[config.mk]
export PLATFORM = sky130hd
export DESIGN_NAME = pes_header_generator
export DESIGN_NICKNAME = d
export VERILOG_FILES = /design/src/rtl/core/pesg_pkg.sv /design/src/rtl/core/pes_header_generator.sv /design/src/rtl/core/pesg_serializer.sv
export VERILOG_INCLUDE_DIRS = /design/src /design/src/rtl/core
export SDC_FILE = /design/constraint.sdc
export NUM_CORES = 1
export LEC_CHECK = 0
export ABC_AREA = 0
export BUFFER_PORTS_ARGS = -buffer_cell sky130_fd_sc_hd__buf_2
export CAP_MARGIN = 20
export CORE_MARGIN = 2
export CORE_UTILIZATION = 64
export CTS_CLUSTER_DIAMETER = 120
export DETAILED_ROUTE_END_ITERATION = 7
export MAX_ROUTING_LAYER = met4
export PLACE_DENSITY = 0.86
export SYNTH_ARGS = -nofsm -noshare
export SYNTH_HDL_FRONTEND = slang
export SYNTH_SLANG_ARGS = --single-unit
[constraint.sdc]
create_clock -name clk_i -period 9.65 [get_ports clk_i]
set_input_delay 0.965 -clock clk_i [delete_from_list [all_inputs] [get_ports clk_i]]
set_output_delay 0.965 -clock clk_i [all_outputs]
set_load 0.03 [all_outputs]
[src/rtl/core/assert_macros.svh]
// Assertion macros shared by the PES header generator RTL.
`ifndef ASSERT_MACROS_SVH
`define ASSERT_MACROS_SVH
`ifndef SYNTHESIS
// Check that prop holds at every rising clk edge outside reset.
`define ASSERT_PROP(label, clk, rst_n, prop) \
  label: assert property (@(posedge clk) disable iff (!rst_n) (prop)) \
    else $error("assertion failed");
// Check that expr is never true at a rising clk edge outside reset.
`define ASSERT_NEVER(label, clk, rst_n, expr) \
  label: assert property (@(posedge clk) disable iff (!rst_n) !(expr)) \
    else $error("forbidden condition seen");
`else
`define ASSERT_PROP(label, clk, rst_n, prop)
`define ASSERT_NEVER(label, clk, rst_n, expr)
`endif
`endif

[src/rtl/core/pesg_pkg.sv]
// Types and constants shared by the PES header generator modules.
package pesg_pkg;

  localparam int unsigned TS_W      = 33;
  localparam int unsigned LEN_W     = 16;
  localparam int unsigned TICK_W    = 24;
  localparam int unsigned CFG_DW    = 24;
  localparam int unsigned CFG_IW    = 2;
  localparam int unsigned BCNT_W    = 5;   // up to 23 bytes per sample

  // Configuration register indexes
  localparam logic [CFG_IW-1:0] CFG_PTS_TICK  = 2'd0;
  localparam logic [CFG_IW-1:0] CFG_ANNEXB    = 2'd1;
  localparam logic [CFG_IW-1:0] CFG_STREAM_ID = 2'd2;

  localparam logic [TICK_W-1:0] PTS_TICK_RST    = 24'd3750;
  localparam logic [7:0]        STREAM_ID_RST   = 8'hE0;
  localparam logic [TS_W-1:0]   RUNNING_PTS_RST = 33'd1;

  // Header byte constants
  localparam logic [7:0] FLAGS_FIXED   = 8'h80;
  localparam logic [7:0] FLAGS_PTS     = 8'h80;
  localparam logic [7:0] FLAGS_PTS_DTS = 8'hC0;
  localparam logic [7:0] FLAGS_NONE    = 8'h00;
  localparam logic [3:0] PFX_PTS       = 4'h2;
  localparam logic [3:0] PFX_PTS_DTS   = 4'h3;
  localparam logic [3:0] PFX_DTS       = 4'h1;
  localparam logic [4:0] TS_BYTES      = 5'd5;
  localparam logic [4:0] FIXED_BYTES   = 5'd9;
  localparam logic [4:0] SC_BYTES      = 5'd4;

  typedef struct packed {
    logic [15:0]     payload_size;
    logic            is_parameter_set;
    logic            pts_valid;
    logic [TS_W-1:0] pts;
    logic            dts_valid;
    logic [TS_W-1:0] dts;
  } pes_in_t;

  typedef struct packed {
    logic [7:0] header_byte;
    logic       last;
  } pes_out_t;

  // Per-sample work descriptor handed to the byte serializer
  typedef struct packed {
    logic [LEN_W-1:0]  pkt_len;
    logic              pts_on;
    logic              dts_on;
    logic [TS_W-1:0]   pts;
    logic [TS_W-1:0]   dts;
    logic [BCNT_W-1:0] n_bytes;
  } pesg_desc_t;

endpackage

[src/rtl/core/pes_header_generator.sv]
// Top level of the PES header generator: sample intake, running PTS, config.
//
//  channel   | handshake              | payload
//  ----------+------------------------+-------------------------------------
//  in        | in_valid_i/in_ready_o  | in_data_i  (pes_in_t, one sample)
//  out       | out_valid_o/out_ready_i| out_data_o (pes_out_t, one byte)
//  cfg       | cfg_we_i               | cfg_idx_i, cfg_wdata_i
//
// Each sample yields 9 to 23 words, one per cycle while out_ready_i is high; the
// byte serializer and its single output port set the pace.
// A sample moves from the intake register into the serializer on the cycle its
// predecessor's last word is produced, so samples stream without gaps.
// Reset clears all valid flags, loads the register defaults and sets the
// running PTS to one. A stalled output holds its word; the intake register
// then fills and in_ready_o drops until the serializer frees it.
`include "assert_macros.svh"
module pes_header_generator
  import pesg_pkg::*;
(
  input  logic              clk_i,
  input  logic              rst_ni,
  input  logic              in_valid_i,
  output logic              in_ready_o,
  input  pes_in_t           in_data_i,
  output logic              out_valid_o,
  input  logic              out_ready_i,
  output pes_out_t          out_data_o,
  input  logic              cfg_we_i,
  input  logic [CFG_IW-1:0] cfg_idx_i,
  input  logic [CFG_DW-1:0] cfg_wdata_i
);

  logic [TICK_W-1:0] pts_tick_q;
  logic              annexb_q;
  logic [7:0]        stream_id_q;
  logic [TS_W-1:0]   running_pts_q, running_pts_d;

  pesg_desc_t pend_q, pend_d;
  logic       pend_valid_q;
  logic       desc_ready;
  logic       in_acc;
  logic       pts_on, dts_on, adv;
  logic [BCNT_W-1:0] hdr_len;

  // Hold a new sample whenever the intake slot is empty or draining this cycle
  assign in_ready_o = !pend_valid_q || desc_ready;
  assign in_acc     = in_valid_i && in_ready_o;

  assign pts_on  = !in_data_i.is_parameter_set;
  assign dts_on  = pts_on && in_data_i.dts_valid;
  assign adv     = pts_on && !in_data_i.pts_valid;
  assign hdr_len = (pts_on ? TS_BYTES : 5'd0) + (dts_on ? TS_BYTES : 5'd0);

  // Advance the running PTS modulo 2^33 for non-parameter-set samples without their own PTS
  assign running_pts_d = running_pts_q + {{(TS_W-TICK_W){1'b0}}, pts_tick_q};

  always_comb begin
    pend_d.pkt_len = in_data_i.payload_size + LEN_W'(3) + LEN_W'(hdr_len)
                   + (annexb_q ? LEN_W'(SC_BYTES) : LEN_W'(0));
    pend_d.pts_on  = pts_on;
    pend_d.dts_on  = dts_on;
    pend_d.pts     = adv ? running_pts_d : in_data_i.pts;
    pend_d.dts     = in_data_i.dts;
    pend_d.n_bytes = FIXED_BYTES + hdr_len + (annexb_q ? SC_BYTES : 5'd0);
  end

  always_ff @(posedge clk_i or negedge rst_ni) begin
    if (!rst_ni) begin
      pts_tick_q    <= PTS_TICK_RST;
      annexb_q      <= 1'b0;
      stream_id_q   <= STREAM_ID_RST;
      running_pts_q <= RUNNING_PTS_RST;
      pend_valid_q  <= 1'b0;
    end else begin
      if (cfg_we_i) begin
        case (cfg_idx_i)
          CFG_PTS_TICK:  pts_tick_q  <= cfg_wdata_i[TICK_W-1:0];
          CFG_ANNEXB:    annexb_q    <= cfg_wdata_i[0];
          CFG_STREAM_ID: stream_id_q <= cfg_wdata_i[7:0];
          default: ;   // drop writes beyond the register list
        endcase
      end
      if (in_acc && adv) running_pts_q <= running_pts_d;
      if (in_acc)          pend_valid_q <= 1'b1;
      else if (desc_ready) pend_valid_q <= 1'b0;
    end
  end

  always_ff @(posedge clk_i) begin
    if (in_acc) pend_q <= pend_d;
  end

  pesg_serializer u_ser (
    .clk_i        (clk_i),
    .rst_ni       (rst_ni),
    .desc_valid_i (pend_valid_q),
    .desc_ready_o (desc_ready),
    .desc_i       (pend_q),
    .stream_id_i  (stream_id_q),
    .out_valid_o  (out_valid_o),
    .out_ready_i  (out_ready_i),
    .out_data_o   (out_data_o)
  );

  `ASSERT_PROP(a_rpts_only_on_accept, clk_i, rst_ni, !in_acc |=> $stable(running_pts_q))
  `ASSERT_PROP(a_pset_no_ts, clk_i, rst_ni, (in_acc && in_data_i.is_parameter_set) |=> (!pend_q.pts_on && !pend_q.dts_on && $stable(running_pts_q)))
  `ASSERT_PROP(a_pend_holds, clk_i, rst_ni, (pend_valid_q && !desc_ready) |=> (pend_valid_q && $stable(pend_q)))

endmodule

[src/rtl/core/pesg_serializer.sv]
// Byte serializer: walks one sample descriptor out as header words.
`include "assert_macros.svh"
module pesg_serializer
  import pesg_pkg::*;
(
  input  logic       clk_i,
  input  logic       rst_ni,
  input  logic       desc_valid_i,
  output logic       desc_ready_o,
  input  pesg_desc_t desc_i,
  input  logic [7:0] stream_id_i,
  output logic       out_valid_o,
  input  logic       out_ready_i,
  output pes_out_t   out_data_o
);

  function automatic logic [7:0] ts_byte(input logic [3:0] pfx, input logic [TS_W-1:0] ts,
                                         input logic [2:0] k);
    logic [7:0] b;
    case (k)
      3'd0:    b = {pfx, ts[32:30], 1'b1};
      3'd1:    b = ts[29:22];
      3'd2:    b = {ts[21:15], 1'b1};
      3'd3:    b = ts[14:7];
      3'd4:    b = {ts[6:0], 1'b1};
      default: b = 8'h00;
    endcase
    return b;
  endfunction

  pesg_desc_t        cur_q;
  logic              cur_valid_q;
  logic [BCNT_W-1:0] idx_q;
  pes_out_t          out_q;
  logic              out_valid_q;

  logic              emit, fin, load;
  logic [BCNT_W-1:0] j, hdr_len, sc_pos;
  logic [7:0]        byte_d;
  logic [3:0]        pts_pfx;

  assign emit         = cur_valid_q && (!out_valid_q || out_ready_i);
  assign fin          = emit && (idx_q == cur_q.n_bytes - 5'd1);
  assign desc_ready_o = !cur_valid_q || fin;
  assign load         = desc_valid_i && desc_ready_o;

  assign hdr_len = (cur_q.pts_on ? TS_BYTES : 5'd0) + (cur_q.dts_on ? TS_BYTES : 5'd0);
  assign j       = idx_q - FIXED_BYTES;
  assign sc_pos  = j - hdr_len;
  assign pts_pfx = cur_q.dts_on ? PFX_PTS_DTS : PFX_PTS;

  always_comb begin
    byte_d = 8'h00;
    case (idx_q)
      5'd0, 5'd1: byte_d = 8'h00;
      5'd2:       byte_d = 8'h01;
      5'd3:       byte_d = stream_id_i;
      5'd4:       byte_d = cur_q.pkt_len[15:8];
      5'd5:       byte_d = cur_q.pkt_len[7:0];
      5'd6:       byte_d = FLAGS_FIXED;
      5'd7:       byte_d = cur_q.pts_on ? (cur_q.dts_on ? FLAGS_PTS_DTS : FLAGS_PTS)
                                        : FLAGS_NONE;
      5'd8:       byte_d = {3'b000, hdr_len};
      default: begin
        if (j < hdr_len) begin
          if (j < TS_BYTES) byte_d = ts_byte(pts_pfx, cur_q.pts, j[2:0]);
          else              byte_d = ts_byte(PFX_DTS, cur_q.dts, 3'(j - TS_BYTES));
        end else begin
          // trailing Annex B start code 00 00 00 01
          byte_d = (sc_pos == SC_BYTES - 5'd1) ? 8'h01 : 8'h00;
        end
      end
    endcase
  end

  always_ff @(posedge clk_i or negedge rst_ni) begin
    if (!rst_ni) begin
      cur_valid_q <= 1'b0;
      idx_q       <= '0;
      out_valid_q <= 1'b0;
    end else begin
      if (load) begin
        cur_valid_q <= 1'b1;
        idx_q       <= '0;
      end else if (fin) begin
        cur_valid_q <= 1'b0;
      end else if (emit) begin
        idx_q <= idx_q + 5'd1;
      end
      if (emit)             out_valid_q <= 1'b1;
      else if (out_ready_i) out_valid_q <= 1'b0;
    end
  end

  always_ff @(posedge clk_i) begin
    if (load) cur_q <= desc_i;
    if (emit) begin
      out_q.header_byte <= byte_d;
      out_q.last        <= (idx_q == cur_q.n_bytes - 5'd1);
    end
  end

  assign out_valid_o = out_valid_q;
  assign out_data_o  = out_q;

  `ASSERT_PROP(a_idx_in_range, clk_i, rst_ni, cur_valid_q |-> (idx_q < cur_q.n_bytes))
  `ASSERT_PROP(a_last_follows_fin, clk_i, rst_ni, fin |=> (out_valid_q && out_q.last))
  `ASSERT_PROP(a_mid_not_last, clk_i, rst_ni, (emit && !fin) |=> !out_q.last)
  `ASSERT_NEVER(a_short_desc, clk_i, rst_ni, cur_valid_q && (cur_q.n_bytes < FIXED_BYTES))

endmodule

==> results.tsv <==
metric	value	unit
cts.repair.resized	0	
syn_nets	1122	
power_density	289	nW/µm²
setup_violations	0	
vias	8229	
final_nets	1242	
grt_use_total	27.9	%
h-tree-depth	1	
end_kind	flop	
fin_crit	3920	ps
start_util	65.3	%
synth_most_common_cell	edfxtp_1	
drive_gt1_share	24.2	%
path_clk_slew	60	ps
synth_area	12200	µm²
multi_input_area	4480	µm²
setup_tns	0	ps
cts_buffer_depth	3	
syn_avg_cell_area	12.8	µm²
pwr-share-seq	37.6	%
yosysWarnings	0	
yosys.cell_types.count	76	
power.share.switching	36.9	%
cap_viol_max_count	0	
cts_tree	done	
intPower	2540	µW
dpl.hpwl	18900	µm
synthArstFlopShare	28.4	%
dieArea	20200	µm²
postRouteAntennaNets	0	
peakVddDrop	0.205	mV
ys_seq_elements	261	
synth_top_area_share	46.0	%
die_height	142	µm
outcome	complete, no violations	
drc_errors	0	
grt_max_degree	95	
setup.worst_path.start_class	flop	
register_area	7480	µm²
cp_cell_sequence	inv_1 > ha_1 > xor2_2 > inv_2 > ha_1 > nor2b_1 > a32o_1 > a221oi_1 > o22ai_1 > a221o_1	
cp.required	9930	ps
tightest_slew	983	ps
grt_pass1_vias	7928	
avgRoutedWirePerCell	20.5	µm
antenna_cells	0	
crit_slowest_cell	xor2_2	
slew_headroom	34.5	%
antenna_found_initial	0	
wl	27300	µm
worstPathMaxFanout	16	
core_area	18700	µm²
grt_first_pass_wirelength	42000	µm
cts.sinks	261	
gp_congestion	0.960	
p_clk_share	24.9	%
num_io_pins	127	
cts_hold_buf	0	
combPwrFrac	37.5	%
clock-root-buffer	clkbuf_16	
cpMostUsedCell	ha_1	
placement.io_buffers	126	
grt_overflow	0	
synth_top_area_cell	edfxtp_1	
final-hold-violation-count	0	
insertion_delay	540	ps
cts_setup_buffers	0	
final_core_util	74.5	%
die_w	142	µm
post_drt_via_cell_ratio	6.18	
synth_top_cells_by_count	edfxtp_1, nand2_1, dfrtp_1, a21oi_1, mux2_2	
cpPeakStageDelay	600	ps
fp-row-count	50	
period_share	40.6	%
finalMaxSlewViolations	0	
power.switching	1490	µW
rsz0062_at_grt	no	
fillers	1175	
yosysSeqAreaShare	61.2	%
skew	17.4	ps
worst_ep_arrival_time	4200	ps
hold_class	in -> async	
max_freq	255	MHz
critPathKind	reg -> reg	
synth-main-ff-cell	edfxtp_1	
dr.pass1.iters	8	
synth_area_leaders	edfxtp_1, dfrtp_1, ha_1	
syn_to_final_growth	14.1	%
p_leak	0.00551	µW
synth-edff-count	187	
drt_iter0_markers	918	
cts_made_buffers	26	
syn_inst	957	
==> worst max-delay path, delay by kind of cell, from the launching register on <==
kind | cells | cell delay [ps]
buffers and inverters | 2 | 420
adders and majority gates | 2 | 870
AOI/OAI and AO/OA | 4 | 1000
DFF | 1 | 570
xor gates and xnor gates | 1 | 600
and+or+nand+nor | 1 | 190
==> per-stage QoR <==
step,std cells,total power [µW],hold WS [ps],cell area (µm²),worst slack (ps)
finish,1331,4030,272,13900,5730
global route,1331,4230,274,13900,5490
CTS,1328,4000,408,13900,5780
detailed placement,1280,2990,405,13000,5810
global placement,1280,2940,400,13000,6090
floorplan,957,2620,400,12200,5040
==> state kept, by name, indices dropped and copies added, names as in the netlist <==
name / count
pend_valid_q: 1
pts_tick_q: 24
u_ser.out_valid_o: 1
u_ser.idx_q: 5
annexb_q: 1
u_ser.out_data_o: 9
stream_id_q: 8
running_pts_q: 33
u_ser.cur_valid_q: 1
pend_q: 89
u_ser.cur_q: 89
==> area by class of cell <==
class	count	area share [%]
flip-flops and latches	261	53.7
multi-input cells	630	32.1
repair buffers	131	5.24
clock buffers	32	5.11
well taps	234	2.10
clock inverters	16	1.05
inverters	27	0.727
==> per-layer routing <==
metal / vias to the layer above / global-route usage, % / part of all wire, % / wire (µm)
met5: - / - / 0 / 0
met4: 0 / 8.58 / 3.2 / 871
met3: 64 / 3.16 / 7.2 / 1960
met2: 382 / 43.9 / 48 / 13000
met1: 3982 / 38.9 / 42 / 11500
li1: 3801 / - / - / -
==> kinds of logic (layout without fill, tap and decap cells) <==
kind of cell	count (synthesis)	in the layout	share of synthesized area [%]
AOI/OAI and AO/OA	201	201	11.5
xor gates and xnor gates	62	62	4.63
adders and majority gates	49	49	5.20
buffers and inverters	66	206	2.21
DFF	261	261	61.2
muxes	58	58	5.33
and+or+nand+nor	260	260	9.94
==> worst paths after layout <==
path | depth (start not counted) | slack [ps] | to | from
setup / recovery | 10 | 5730 | u_ser.out_data_o[8] | u_ser.idx_q[0]
hold / removal | 1 | 270 | u_ser.idx_q[2] | rst_ni
setup reg to reg | 10 | 5730 | u_ser.out_data_o[8] | u_ser.idx_q[0]
hold reg to reg | 0 | 410 | u_ser.cur_q[82] | pend_q[82]
max in group asynchronous | 2 | 8730 | pts_tick_q[1] | rst_ni
min in group clk_i | 0 | 410 | u_ser.cur_q[82] | pend_q[82]
==> power by group through the flow <==
stage | logic (µW) | registers [µW] | clock network (µW)
final | 1510 | 1520 | 1000
after floorplan | 1100 | 1510 | 0
after global routing | 1640 | 1530 | 1060
after CTS | 1470 | 1520 | 1010
after detailed placement | 1460 | 1540 | 0
after global placement | 1420 | 1530 | 0
==> cell usage in the layout (no fill, tap or decap), types with 8 or more instances in the layout <==
cell type / instances
clkinv_2: 9
and3_1: 10
nor3_1: 12
o21ai_0: 47
ha_1: 46
xnor2_1: 30
nand4_1: 9
edfxtp_1: 187
mux2_2: 51
xor2_1: 29
a21oi_1: 51
dfrtp_1: 63
o22ai_1: 8
o21a_1: 8
a211oi_1: 10
nand3_1: 15
dfstp_2: 11
nor2b_1: 9
inv_1: 26
nor2_1: 47
clkbuf_16: 26
nand2_1: 120
a222oi_1: 14
buf_2: 125
(Power assumes the default switching activity.)
